==> src/rtl/core/lcgd_pkg.sv <==
// ----------------------------------------------------------------------------
// lcgd_pkg
// Shared types and constants for the linear projection CTC greedy decoder.
// ----------------------------------------------------------------------------
package lcgd_pkg;

   // Default sizes, handed to the top-level parameters
   localparam int IN_FEATURES_DEF = 192;
   localparam int NUM_CLASSES_DEF = 11;
   localparam int MAX_STEPS_DEF   = 256;

   // Blank symbol of the CTC alphabet
   localparam int BLANK_CLASS = 10;

   // Fixed field widths
   localparam int KIND_W     = 2;
   localparam int SAMPLE_W   = 16;
   localparam int BIAS_W     = 32;
   localparam int ADDR_W     = 12;
   localparam int VSTEPS_W   = 9;
   localparam int DIGIT_W    = 4;
   localparam int PROD_W     = 32;   // Q6.25 product of Q4.11 and Q1.14
   localparam int SUM_W      = 40;   // saturating class sums

   // Item kinds
   typedef enum logic [KIND_W-1:0] {
      KIND_FEATURE = 2'd0,
      KIND_WEIGHT  = 2'd1,
      KIND_BIAS    = 2'd2
   } kind_type;

   // Input beat
   typedef struct packed {
      logic [KIND_W-1:0]          kind;
      logic signed [SAMPLE_W-1:0] sample;
      logic signed [BIAS_W-1:0]   bias_word;
      logic [ADDR_W-1:0]          table_address;
      logic [VSTEPS_W-1:0]        valid_steps;
      logic                       sequence_end;
   } req_type;

   // Result beat
   typedef struct packed {
      logic [DIGIT_W-1:0] digit;
      logic               digit_valid;
      logic               end_of_text;
   } rsp_type;

   // Per-element control that rides along the MAC pipeline
   typedef struct packed {
      logic feat;      // feature element present
      logic bias_wr;   // bias write present
      logic first;     // first element of a step
      logic last;      // last element of a step
      logic decode;    // step is below the step limit
      logic seq_end;   // final element of the sequence
   } mac_ctrl_type;

   // Decision token that travels with the class sums through the argmax tree
   typedef struct packed {
      logic valid;
      logic decode;
      logic seq_end;
   } tok_type;

endpackage

==> src/rtl/core/lcgd_argmax_tree.sv <==
// ----------------------------------------------------------------------------
// lcgd_argmax_tree
// Registered pairwise max tree over the class sums, one register per level.
// On equal sums the lower class index wins.
// ----------------------------------------------------------------------------
module lcgd_argmax_tree #(
   parameter int NUM_CLASSES = lcgd_pkg::NUM_CLASSES_DEF,
   parameter int CLS_W       = 4
) (
   input  logic                              clock,
   input  logic                              reset,
   input  logic signed [lcgd_pkg::SUM_W-1:0] sums [NUM_CLASSES],
   input  lcgd_pkg::tok_type                 tok,
   output logic [CLS_W-1:0]                  best,
   output lcgd_pkg::tok_type                 best_tok
);
   import lcgd_pkg::*;

   localparam int TREE_LEVELS = CLS_W;

   logic signed [SUM_W-1:0] val_ff  [TREE_LEVELS][NUM_CLASSES];
   logic [CLS_W-1:0]        idx_ff  [TREE_LEVELS][NUM_CLASSES];
   logic signed [SUM_W-1:0] src_val [TREE_LEVELS][NUM_CLASSES];
   logic [CLS_W-1:0]        src_idx [TREE_LEVELS][NUM_CLASSES];
   tok_type                 tok_ff  [TREE_LEVELS];

   // Live entries at the input of a level
   function automatic int level_count(input int l);
      return (NUM_CLASSES + (1 << l) - 1) >> l;
   endfunction

   // Inputs of each level: the sums, then the previous level
   always_comb begin
      for (int l = 0; l < TREE_LEVELS; l++) begin
         for (int j = 0; j < NUM_CLASSES; j++) begin
            if (l == 0) begin
               src_val[l][j] = sums[j];
               src_idx[l][j] = CLS_W'(j);
            end else begin
               src_val[l][j] = val_ff[l-1][j];
               src_idx[l][j] = idx_ff[l-1][j];
            end
         end
      end
   end

   // Pairwise compare; the upper entry wins only when strictly larger
   always_ff @(posedge clock) begin
      for (int l = 0; l < TREE_LEVELS; l++) begin
         for (int j = 0; j < NUM_CLASSES; j++) begin
            if (2*j + 1 < level_count(l)) begin
               if (src_val[l][2*j+1] > src_val[l][2*j]) begin
                  val_ff[l][j] <= src_val[l][2*j+1];
                  idx_ff[l][j] <= src_idx[l][2*j+1];
               end else begin
                  val_ff[l][j] <= src_val[l][2*j];
                  idx_ff[l][j] <= src_idx[l][2*j];
               end
            end else if (2*j < level_count(l)) begin
               val_ff[l][j] <= src_val[l][2*j];
               idx_ff[l][j] <= src_idx[l][2*j];
            end else begin
               val_ff[l][j] <= '0;
               idx_ff[l][j] <= '0;
            end
         end
      end
   end

   // Token follows the tree levels
   always_ff @(posedge clock) begin
      if (reset) begin
         for (int l = 0; l < TREE_LEVELS; l++) begin
            tok_ff[l] <= '0;
         end
      end else begin
         tok_ff[0] <= tok;
         for (int l = 1; l < TREE_LEVELS; l++) begin
            tok_ff[l] <= tok_ff[l-1];
         end
      end
   end

   assign best     = idx_ff[TREE_LEVELS-1][0];
   assign best_tok = tok_ff[TREE_LEVELS-1];

endmodule

==> config.mk <==
export PLATFORM = sky130hd
export DESIGN_NAME = lcgd_argmax_tree
export DESIGN_NICKNAME = d
export VERILOG_FILES = /design/src/rtl/core/lcgd_pkg.sv /design/src/rtl/core/lcgd_argmax_tree.sv
export SDC_FILE = /design/constraint.sdc
export NUM_CORES = 1
export LEC_CHECK = 0
export ABC_AREA = 0
export BUFFER_PORTS_ARGS = -buffer_cell sky130_fd_sc_hd__buf_2
export CAP_MARGIN = 25
export CORE_UTILIZATION = 35
export CTS_CLUSTER_SIZE = 30
export DETAILED_ROUTE_END_ITERATION = 10
export HOLD_SLACK_MARGIN = 0.12
export SYNTH_ARGS = -nofsm -noshare
export SYNTH_HDL_FRONTEND = slang
export SYNTH_SLANG_ARGS = --single-unit
==> constraint.sdc <==
create_clock -name clock -period 3.2 [get_ports clock]
set_input_delay 0.16 -clock clock [delete_from_list [all_inputs] [get_ports clock]]
set_output_delay 0.16 -clock clock [all_outputs]
set_load 0.02 [all_outputs]
==> results.sh <==
export IMPL_viasPerCell=5.05
export IMPL_initial_utilization_pct=35.4
export IMPL_dpl_cell_area_um2=29300
export IMPL_avgSynthCellArea_um2=9.74
export IMPL_crit_path_start_kind="input pin"
export IMPL_synthCells=2643
export IMPL_synthArstFlopShare_pct=0
export IMPL_skew_ps=14.6
export IMPL_hpwl_um=59800
export IMPL_holdWs_ps=-48.9
export IMPL_finalHoldViolations=1
export IMPL_outcome="complete, but fails checks"
export IMPL_cp_required_ps=3660
export IMPL_max_freq_mhz=302
export IMPL_io_pins=452
export IMPL_clk_pin_slew_ps=60
export IMPL_leakagePower_nw=17.8
export IMPL_arrival_ps=3770
export IMPL_cts_root_buf="clkbuf_16"
export IMPL_rrSetupSlack_ps=230
export IMPL_clock_latency_ps=590
export IMPL_portBuffers=451
export IMPL_ant_nets=0
export IMPL_wl_per_cell_um=18.2
export IMPL_nNetsFinal=4428
export IMPL_rr_startpoint="val_ff[0][159]"
export IMPL_synthTopCellsByArea="dfxtp_1, ha_1, mux2_2"
export IMPL_cts_sinks=472
export IMPL_worstSetupStartpoint="sums[254]"
export IMPL_synth_top_area_cell="dfxtp_1"
export IMPL_total_power_mw=25.2
export IMPL_period_needed_ps=3310
export IMPL_ys_flop_type="dfxtp_1"
export IMPL_cts_buffer_depth=3
export IMPL_crit_type="input pin to flip-flop"
export IMPL_gp_congestion=0.885
export IMPL_drive_above_1_share_pct=26.4
export IMPL_path_common_cell="dlygate4sd3_1"
export IMPL_grt_pass1_vias=22200
export IMPL_end_kind="flip-flop"
export IMPL_cp_max_fo=10
export IMPL_crit_family="buffers and inverters"
export IMPL_cpPeakStageDelay_ps=590
export IMPL_fin_ws_ps=-109
export IMPL_synth_edff_count=0
export IMPL_path_buf_inv=6
export IMPL_drc_errors=2
export IMPL_syn2layout_area_growth_pct=42.0
export IMPL_synth_top_area_share_pct=36.7
export IMPL_dieArea_um2=74700
export IMPL_hp_class="input pin to flip-flop"
export IMPL_antenna_found_initial=8
export IMPL_ys_ff_latch=472
export IMPL_die_h_um=273
export IMPL_vias=23200
export IMPL_die_w_um=273
export IMPL_grt_overflow_total=0
export IMPL_syn_area_um2=25800
export IMPL_worst_path_max_delay_cell="dlygate4sd3_1"
export IMPL_slew_violations=0
export IMPL_dr_pass1_iters=9
export IMPL_tns_ps=-678
export IMPL_min_period_over_period_pct=103
export IMPL_drt_first_iter_violations=1310
export IMPL_violations="design-rule violations, negative hold slack, negative setup slack"
export IMPL_grt_max_degree=79
export IMPL_rsz0062_at_grt="yes"
export IMPL_core_area_um2=72800
export IMPL_numCtsBuffers=50
export IMPL_r2r_cells=11
export IMPL_worstMarginPinSlew_ps=791
export IMPL_crit_chain="dlygate4sd3_1, buf_2, inv_1, ha_1, nand2_1, o21ai_0, a21oi_2, o211ai_1, a211oi_2, xnor2_2, nor2_4, buf_12, buf_8, mux2_1, dlygate4sd3_1"
export IMPL_synth_distinct_cells=63
export IMPL_yosysSeqAreaShare_pct=36.7
export IMPL_setup_viol=23
export IMPL_grt_pass1_wl_um=120000
export IMPL_power_density_nw_per_um2=689
export IMPL_cap_violations=0
export IMPL_regToRegEndpoint="val_ff[0][419]"
export IMPL_track_usage_pct=20.3
export IMPL_htreeDepth=2
export IMPL_synth_fp_nets=3488
export IMPL_cts_tree="done"
export IMPL_hp_start="sums[333]"
export IMPL_rows=99
export IMPL_relSlewSlack_pct=47.3
export IMPL_design_area_um2=36600
export IMPL_finalWirelength_um=83300
export IMPL_yosys_warnings=0
export IMPL_min_to="val_ff[0][173]"
export IMPL_peakVddDrop_v=0.000558
export IMPL_holdPathStages=2
export IMPL_dp_slack_ps=-302
## worst max-delay path by stage
stage	endpoint	slack, ps	cells after the start
finish	val_ff[0][127]	-110	15
floorplan	val_ff[1][202]	690	11
detailed placement	val_ff[1][239]	-300	11
global route	val_ff[0][127]	-220	15
global placement	val_ff[1][239]	-370	11
CTS	val_ff[0][210]	0.03	15
## area by class of cell
type	count	area (um2)
tap	959	1200
sequential	472	9450
clock buffer	75	1530
antenna	7	17.5
timing repair buffer	987	7870
fill	6554	36300
multi-input combinational	1659	14700
clock inverter	16	248
inverter	413	1550
## what timing repair did
action,CTS,global route
gates resized for setup,3,92
endpoints found under the hold margin,252,41
setup endpoints to repair,66,262
hold buffers,423,47
pin swaps,1,35
cloned,0,14
buffers inserted,0,24
## kinds of logic after synthesis
kind of cell	count (synthesis)	synth area share, %
and+or+nand+nor	422	8.76
DFF	472	36.7
AOI/OAI and AO/OA	542	14.2
xor gates and xnor gates	6	0.204
muxes	289	12.6
adders and majority gates	400	19.4
buffers and inverters	512	8.08
## metal layers
metal / vias to the layer above / wire length (um) / GRT usage, %
li1: 11400 / - / -
met1: 10900 / 34900 / 25.3
met2: 773 / 41800 / 37.0
met3: 172 / 4630 / 2.84
met4: 8 / 1930 / 4.15
met5: - / 45 / 0
## stage by stage
step / instances / utilization, %
6_report: 4588 / 50.2
5_1_grt: 4584 / 50.2
4_1_cts: 4525 / 48.5
3_5_place_dp: 4011 / 40.2
3_3_place_gp: 4011 / 40.2
2_1_floorplan: 2643 / -
## flip-flops by register name (all words and copies together) (netlist names)
| signal | flops |
|---|---|
| tok_ff | 12 |
| idx_ff | 20 |
| val_ff | 440 |
## synth_stat cells (all sizes together) (3+ instances only)
cell type  number
clkbuf         42
o211ai         23
a221oi         44
ha            400
nand3          20
dfxtp         472
o311a          39
mux2          286
o21a            4
nor2b          32
a21o           65
nor2           38
a211oi          9
mux2i           3
and4            5
o22ai          41
a21oi         167
nand4b         39
nor3           25
xnor2           5
inv           412
nand2         153
a22oi          43
nor4           11
o21ai          44
nand4          85
a31oi          42
buf            57
## report_power, final
group / switching, mW / total (mW) / internal (mW)
Clock: 2.41 / 6.19 / 3.78
Sequential: 1.20 / 8.81 / 7.60
Combinational: 4.81 / 10.2 / 5.38
Total: 8.42 / 25.2 / 16.8
## placed cells by master (no fill, tap or decap), drive strengths merged, types with 3 or more instances in the layout
master        instances
xnor2                 5
inv                 413
clkbuf               85
a21o                 65
nand4                85
nor2b                32
nand4b               39
mux2i                 3
o211ai               23
nor3                 25
clkinvlp              4
nand3                20
o311a                39
o21ai                44
mux2                286
a211oi                9
nand2               153
nor2                 38
clkinv                6
ha                  400
buf                 530
a31oi                42
dlymetal6s4s         12
diode                 7
a22oi                43
dfxtp               472
dlygate4sd3         435
a221oi               44
and4                  5
a21oi               167
bufinv                6
nor4                 11
o21a                  4
o22ai                41
(Power assumes the default switching activity.)
