## src/rtl/core/lcgd_pkg.sv

```systemverilog
// ----------------------------------------------------------------------------
// lcgd_pkg
// Shared types and constants for the linear projection CTC greedy decoder.
// ----------------------------------------------------------------------------
package lcgd_pkg;

   // Default sizes, handed to the top-level parameters
   localparam int IN_FEATURES_DEF = 192;
   localparam int NUM_CLASSES_DEF = 11;
   localparam int MAX_STEPS_DEF   = 256;

   // Blank symbol of the CTC alphabet
   localparam int BLANK_CLASS = 10;

   // Fixed field widths
   localparam int KIND_W     = 2;
   localparam int SAMPLE_W   = 16;
   localparam int BIAS_W     = 32;
   localparam int ADDR_W     = 12;
   localparam int VSTEPS_W   = 9;
   localparam int DIGIT_W    = 4;
   localparam int PROD_W     = 32;   // Q6.25 product of Q4.11 and Q1.14
   localparam int SUM_W      = 40;   // saturating class sums

   // Item kinds
   typedef enum logic [KIND_W-1:0] {
      KIND_FEATURE = 2'd0,
      KIND_WEIGHT  = 2'd1,
      KIND_BIAS    = 2'd2
   } kind_type;

   // Input beat
   typedef struct packed {
      logic [KIND_W-1:0]          kind;
      logic signed [SAMPLE_W-1:0] sample;
      logic signed [BIAS_W-1:0]   bias_word;
      logic [ADDR_W-1:0]          table_address;
      logic [VSTEPS_W-1:0]        valid_steps;
      logic                       sequence_end;
   } req_type;

   // Result beat
   typedef struct packed {
      logic [DIGIT_W-1:0] digit;
      logic               digit_valid;
      logic               end_of_text;
   } rsp_type;

   // Per-element control that rides along the MAC pipeline
   typedef struct packed {
      logic feat;      // feature element present
      logic bias_wr;   // bias write present
      logic first;     // first element of a step
      logic last;      // last element of a step
      logic decode;    // step is below the step limit
      logic seq_end;   // final element of the sequence
   } mac_ctrl_type;

   // Decision token that travels with the class sums through the argmax tree
   typedef struct packed {
      logic valid;
      logic decode;
      logic seq_end;
   } tok_type;

endpackage

```

## src/rtl/core/lcgd_rsp_fifo.sv

```systemverilog
// ----------------------------------------------------------------------------
// lcgd_rsp_fifo
// Small result queue in front of the rsp channel. Space is reserved
// upstream, so a push always finds a free entry.
// ----------------------------------------------------------------------------
module lcgd_rsp_fifo #(
   parameter int DEPTH = 16
) (
   input  logic              clock,
   input  logic              reset,
   input  logic              push,
   input  lcgd_pkg::rsp_type push_data,
   output logic              pop,
   output logic              rsp_valid,
   input  logic              rsp_stall,
   output lcgd_pkg::rsp_type rsp_data
);
   import lcgd_pkg::*;

   localparam int PTR_W = $clog2(DEPTH);
   localparam int CNT_W = $clog2(DEPTH + 1);

   rsp_type          mem [DEPTH];
   logic [PTR_W-1:0] wr_ptr_ff;
   logic [PTR_W-1:0] rd_ptr_ff;
   logic [CNT_W-1:0] count_ff;
   logic [CNT_W-1:0] count_in;

   assign rsp_valid = (count_ff != '0);
   assign pop       = rsp_valid && !rsp_stall;
   assign rsp_data  = mem[rd_ptr_ff];
   assign count_in  = count_ff + CNT_W'(push) - CNT_W'(pop);

   // Pointers and fill level
   always_ff @(posedge clock) begin
      if (reset) begin
         wr_ptr_ff <= '0;
         rd_ptr_ff <= '0;
         count_ff  <= '0;
      end else begin
         if (push) begin
            wr_ptr_ff <= wr_ptr_ff + 1'b1;
         end
         if (pop) begin
            rd_ptr_ff <= rd_ptr_ff + 1'b1;
         end
         count_ff <= count_in;
      end
   end

   // Entry storage
   always_ff @(posedge clock) begin
      if (push) begin
         mem[wr_ptr_ff] <= push_data;
      end
   end

   a_no_overflow : assert property (@(posedge clock) disable iff (reset)
      push |-> (count_ff != CNT_W'(DEPTH)))
      else $error("result pushed into a full queue");

endmodule

```

## config.mk

```make
export PLATFORM = sky130hd
export DESIGN_NAME = lcgd_rsp_fifo
export DESIGN_NICKNAME = d
export VERILOG_FILES = /design/src/rtl/core/lcgd_pkg.sv /design/src/rtl/core/lcgd_rsp_fifo.sv
export SDC_FILE = /design/constraint.sdc
export NUM_CORES = 1
export LEC_CHECK = 0
export ABC_AREA = 1
export BUFFER_PORTS_ARGS = -buffer_cell sky130_fd_sc_hd__buf_2
export CORE_ASPECT_RATIO = 0.5
export CORE_MARGIN = 2
export CORE_UTILIZATION = 59
export CTS_CLUSTER_DIAMETER = 40
export DETAILED_ROUTE_END_ITERATION = 8
export GPL_ROUTABILITY_DRIVEN = 0
export PLACE_DENSITY = 0.73
export SYNTH_ARGS = -nofsm -noshare
export SYNTH_HDL_FRONTEND = slang
export SYNTH_SLANG_ARGS = --single-unit
```

## constraint.sdc

```tcl
create_clock -name clock -period 4.34 [get_ports clock]
set_input_delay 0.217 -clock clock [delete_from_list [all_inputs] [get_ports clock]]
set_output_delay 0.217 -clock clock [all_outputs]
set_load 0.01 [all_outputs]
```

==> flow_metrics.py, run 1 <==
metrics = {
    "status": {
        "run_status": "completed",
    },
    "routing": {
        "routed_wl_mm": 10.77,
        "routedWlPerCell_microns": 16.42,
        "drc": 0,
        "wl_met2_mm": 5.028,
        "wl_met1_mm": 4.684,
        "vias_per_cell": 5.331,
        "via_count": 3497,
        "drt_iter0_drc": 446,
        "wl_met3_microns": 883,
        "top_layer": "met4",
        "drt_pass1_iterations": 5,
        "postRouteAntennaNets": 0,
    },
    "grt": {
        "grt_pass1_vias": 3375,
        "grt_pass1_wl_mm": 17.15,
        "grt_max_degree": 50,
        "antenna_found_initial": 0,
        "grt_usage": 0.2549,
        "grt_overflow": 0,
    },
    "finish": {
        "n_antenna_cell": 0,
        "syn_to_final_growth_pct": 14.73,
        "drive_above_1_share": 0.09375,
        "nets": 553,
    },
    "critical_path": {
        "setup.worst_path.start_class": "flip-flop",
        "r2r-start": "count_ff[2]$_SDFF_PP0_",
        "slowest_delay_ns": 0.50,
        "crit_path_end_kind": "primary output",
        "critPathArrivalTime_ns": 2.53,
        "cpMostUsedCell": "nand3_1",
        "cp_top_family": "buffers and inverters",
        "cp_num_buf_inv": 3,
        "r2r-end": "count_ff[4]$_SDFF_PP0_",
        "worstPathCellList": "buf_4 > inv_2 > nand2_1 > nand3_1 > nand3_1 > nand3_1 > nand2_1 > buf_2",
        "r2r_slack_ns": 1.93,
        "path_max_fanout": 49,
        "crit_slowest_cell": "inv_2",
        "ff2ff_path_depth": 15,
        "required_ns": 4.12,
        "path_class": "reg -> out",
    },
    "clock_network": {
        "postCtsHoldBufs": 0,
        "cts_sinks": 113,
        "cts_buffers": 17,
        "cts_tree": "done",
        "path_clk_slew_ns": 0.05,
        "root_buffer": "clkbuf_16",
        "cts_resized": 0,
        "worstSkewPairLatency_ns": 0.41,
        "h-tree-depth": 4,
        "clockBufferDepth": 2,
        "post_cts_buffers": 0,
    },
    "synthesis": {
        "syn_area_sq_mm": 0.004994,
        "ys_types": 19,
        "synth.avg_cell_area_sq_um": 9.753,
        "ys_warn_count": 0,
        "syn_nets": 534,
        "synthCells": 512,
        "synth_top_area_frac": 0.5773,
        "synth_area_leader_cell": "edfxtp_1",
        "synthTopCellsByArea": "edfxtp_1, nand2_1, nand3_1, inv_1, dfxtp_1",
        "synth.yosys.seq_area_share": 0.6455,
        "ys_ff_latch": 113,
    },
    "sta": {
        "hold_viol": 0,
        "fin_crit_sh": 0.6324,
        "rsz0062_at_grt": "no",
        "max_slew_margin": 0.4316,
        "setup_slack_ns": 1.595,
        "fin_setup_tns_ns": 0,
        "fin_crit_ns": 2.745,
        "worstMarginPinSlew_ns": 0.8514,
        "fin_skew_ns": 0.004567,
        "slew_violations": 0,
        "setup_viol": 0,
        "achievable-frequency_ghz": 0.3643,
    },
    "floorplan": {
        "rows": 23,
        "die_h_microns": 69.05,
        "core_sq_mm": 0.008115,
        "die_x_microns": 134.1,
        "start_util": 0.6153,
        "ios": 18,
        "die_area_sq_mm": 0.009260,
    },
    "run": {
        "maxCapViolCount": 0,
    },
    "hold_path": {
        "hold_class": "in -> reg",
        "hold_path_depth": 2,
        "hold-path-endpoint": "count_ff[1]$_SDFF_PP0_",
        "holdCritStartpoint": "reset",
    },
    "power": {
        "powerDensity_mw_per_mm2": 568.8,
        "p_leak_nw": 2.530,
        "peakVddDrop_mv": 0.4252,
    },
    "placement": {
        "dp_hpwl_mm": 6.521,
        "dp_slack_ns": 1.936,
        "portBuffers": 17,
    },
}
[flip-flops by register name, summed over array words and instances, names as in the netlist, named ones only]
name,count
wr_ptr_ff,4
count_ff,5
mem,96
rd_ptr_ff,4
[layout by cell type, fill, tap and decap left out, drive strengths merged]
cell type,synthesis,layout
a21oi,7,7
and3,1,1
buf,17,19
clkbuf,2,24
clkinv,0,7
dfxtp,17,17
edfxtp,96,96
fa,1,1
ha,11,11
inv,93,94
nand2,149,149
nand3,74,74
nand4,1,1
nor2,36,36
o21a,1,1
o21ai,3,3
xor2,3,3
[worst max-delay path by stage]
stage / start / to / slack (ns) / cells past startpoint
after floorplan: count_ff[2]$_SDFF_PP0_ / count_ff[4]$_SDFF_PP0_ / 2.03 / 15
after global placement: count_ff[3]$_SDFF_PP0_ / count_ff[4]$_SDFF_PP0_ / 2.02 / 15
after detailed placement: count_ff[2]$_SDFF_PP0_ / count_ff[4]$_SDFF_PP0_ / 1.94 / 15
after CTS: flip-flop / rsp_data[4] / 1.62 / 8
after global routing: flip-flop / rsp_data[3] / 1.44 / 9
final: flip-flop / rsp_data[3] / 1.60 / 8
[synth_stat cells]
cell type and count:
ha_1 11, nor2_1 36, buf_2 10, a21oi_1 7
fa_1 1, buf_4 5, o21ai_0 3, and3_1 1
inv_1 92, nand3_1 74, nand4_1 1, clkbuf_1 2
o21a_1 1, buf_1 2, edfxtp_1 96, inv_2 1
xor2_1 3, dfxtp_1 17, nand2_1 149
[layout make-up]
cell class,instances,area (sq um)
sequential,113,3223
fill,610,2386
multi-input combinational,287,1319
clock buffer,24,556.8
inverter,93,349.1
tap,112,140.1
timing repair buffer,19,100.1
clock inverter,8,41.29
[cell families (layout without fill, tap and decap cells)]
kind of cell,after synthesis,after routing,share of synthesized area
simple gates,261,261,0.2157
flops,113,113,0.6455
buf+inv,112,144,0.09045
fa+ha+maj,12,12,0.03157
compound gates,11,11,0.01152
xor+xnor,3,3,0.005263
[per-stage QoR]
stage	utilization	hold slack (ns)	std cells	area, sq um	total power, mW
after floorplan	-	0.3159	512	4994	1.735
after global placement	0.6323	0.4928	624	5131	1.895
after detailed placement	0.6323	0.5113	624	5131	1.911
after CTS	0.7060	0.08503	656	5729	3.265
after global routing	0.7060	0.09244	656	5729	3.415
final	0.7060	0.08843	656	5729	3.259
[report_power, final]
part | internal (mW) | total (mW) | leakage (nW) | switching, mW
logic | 0.210 | 0.646 | 1.22 | 0.435
clock network | 0.889 | 1.36 | 0.306 | 0.473
registers | 1.22 | 1.25 | 1.01 | 0.0277
[per-layer routing]
| layer | track usage | up-vias |
|---|---|---|
| li1 | - | 1675 |
| met1 | 0.3480 | 1649 |
| met2 | 0.3852 | 157 |
| met3 | 0.07726 | 16 |
| met4 | 0.1053 | 0 |
| met5 | 0 | - |
Note: power is estimated with default switching activity, not from simulation.
==> inputs of run 2 (changes only) <==
==> constraint.sdc (replaced) <==
create_clock -name clock -period 2.8 [get_ports clock]
set_input_delay 0.14 -clock clock [delete_from_list [all_inputs] [get_ports clock]]
set_output_delay 0.14 -clock clock [all_outputs]
set_load 0.01 [all_outputs]
==> flow_metrics.py, run 2 (synthesis results as in run 1) <==
metrics = {
    "sta": {
        "holdWs_ns": 0.002021,
        "max_slew_margin": 0.4319,
        "hold_viol": 0,
        "fin_crit_sh": 0.8347,
        "fin_setup_tns_ns": 0,
        "achievable-frequency_ghz": 0.4279,
        "setup_viol": 0,
        "fin_crit_ns": 2.337,
        "worstMarginPinSlew_ns": 0.8510,
        "slew_violations": 0,
        "rsz0062_at_grt": "no",
        "fin_skew_ns": 0.006927,
    },
    "routing": {
        "routedWlPerCell_microns": 16.16,
        "routed_wl_mm": 10.62,
        "drc": 0,
        "postRouteAntennaNets": 0,
        "via_count": 3406,
        "drt_pass1_iterations": 5,
        "drt_iter0_drc": 375,
        "vias_per_cell": 5.184,
    },
    "critical_path": {
        "r2r-end": "count_ff[4]$_SDFF_PP0_",
        "ff2ff_path_depth": 15,
        "setup.worst_path.start_class": "flip-flop",
        "crit_path_end_kind": "flip-flop",
        "path_max_fanout": 2,
        "r2r_slack_ns": 0.46,
        "path_class": "reg -> reg",
        "r2r-start": "count_ff[2]$_SDFF_PP0_",
        "required_ns": 3.11,
        "critPathArrivalTime_ns": 2.65,
    },
    "floorplan": {
        "rows": 23,
        "start_util": 0.6153,
        "ios": 18,
        "die_x_microns": 134.1,
        "die_area_sq_mm": 0.009260,
        "core_sq_mm": 0.008115,
        "die_h_microns": 69.05,
    },
    "clock_network": {
        "post_cts_buffers": 0,
        "clockBufferDepth": 2,
        "cts_resized": 0,
        "h-tree-depth": 4,
        "cts_buffers": 17,
        "root_buffer": "clkbuf_16",
        "path_clk_slew_ns": 0.05,
        "cts_tree": "done",
        "worstSkewPairLatency_ns": 0.42,
        "cts_sinks": 113,
        "postCtsHoldBufs": 0,
    },
    "hold_path": {
        "hold-path-endpoint": "count_ff[0]$_SDFF_PP0_",
        "hold_path_depth": 2,
        "holdCritStartpoint": "reset",
        "hold_class": "in -> reg",
    },
    "placement": {
        "dp_hpwl_mm": 6.421,
        "portBuffers": 17,
    },
    "power": {
        "p_leak_nw": 2.526,
        "peakVddDrop_mv": 0.6270,
        "powerDensity_mw_per_mm2": 884.7,
    },
    "finish": {
        "mostFrequentLayoutCell": "nand2_1",
        "n_antenna_cell": 0,
        "regMostFlops": "mem",
        "reg_top3": "mem x96, count_ff x5",
        "nFillCells": 583,
        "largest_reg_flops": 96,
        "syn_to_final_growth_pct": 14.86,
        "final_cell_mix": "nand2_1, edfxtp_1, inv_1",
        "nets": 554,
        "drive_above_1_share": 0.08991,
    },
    "grt": {
        "grt_pass1_vias": 3222,
        "antenna_found_initial": 0,
        "grt_usage": 0.2502,
        "grt_max_degree": 49,
        "grt_overflow": 0,
        "grt_pass1_wl_mm": 17.02,
    },
    "run": {
        "maxCapViolCount": 0,
    },
    "status": {
        "run_status": "completed",
    },
}
==> run 2: cell types whose count changed in the layout (fill, tap and decap cells not counted), sizes merged <==
cell,change
buf,+1
inv,-1
clkinv,-5
clkbuf,+6
==> run 2: where the power goes <==
group | total, mW | switching [mW] | internal (mW)
combinational | 1.02 | 0.692 | 0.331
clock | 2.11 | 0.711 | 1.40
sequential | 1.94 | 0.0438 | 1.90
==> run 2: through the flow <==
stage / worst slack, ns / instances / util / power, mW / cell area [sq um]
detailed placement: 0.4889 / 625 / 0.6332 / 2.987 / 5139
global route: 0.2968 / 657 / 0.7068 / 5.316 / 5736
global placement: 0.6479 / 625 / 0.6332 / 2.950 / 5139
CTS: 0.4780 / 657 / 0.7068 / 5.081 / 5736
floorplan: 0.4876 / 512 / - / 2.690 / 4994
finish: 0.4628 / 657 / 0.7068 / 5.074 / 5736
==> run 2: worst max-delay path by stage <==
stage                           startpoint                      to  cells past startpoint
floorplan           count_ff[2]$_SDFF_PP0_  count_ff[4]$_SDFF_PP0_                     15
CTS                 count_ff[3]$_SDFF_PP0_  count_ff[4]$_SDFF_PP0_                     15
detailed placement  count_ff[3]$_SDFF_PP0_  count_ff[4]$_SDFF_PP0_                     15
global placement    count_ff[3]$_SDFF_PP0_  count_ff[4]$_SDFF_PP0_                     15
global route        count_ff[2]$_SDFF_PP0_  count_ff[4]$_SDFF_PP0_                     15
finish              count_ff[2]$_SDFF_PP0_  count_ff[4]$_SDFF_PP0_                     15
==> run 2: final cells by class <==
cell class                      count  area (sq um)  share of cell area
Timing Repair Buffer               20         107.6             0.01876
Multi-Input combinational cell    287          1319              0.2299
Clock inverter                      2         10.01            0.001745
Inverter                           93         349.1             0.06086
Clock buffer                       30         586.8              0.1023
Tap cell                          112         140.1             0.02443
Sequential cell                   113          3223              0.5620
==> run 2: critical path, cell delays in order (launching register included) <==
cell and delay, ns:
dfxtp_1 0.31, inv_1 0.08, ha_1 0.14, inv_1 0.04
nor2_1 0.15, a21oi_1 0.12, ha_1 0.29, inv_1 0.04
ha_1 0.19, fa_1 0.39, nand2_1 0.10, a21oi_1 0.07
nor2_1 0.14, nand2_1 0.07, nand2_1 0.06, nor2_1 0.04
==> run 2: routing by layer <==
metal | up-vias | track usage | wire, microns
met4 | 0 | 0.06901 | 121
met2 | 104 | 0.3630 | 4796
met3 | 16 | 0.09492 | 796
met5 | - | 0 | 0
li1 | 1676 | - | -
met1 | 1610 | 0.3562 | 4903
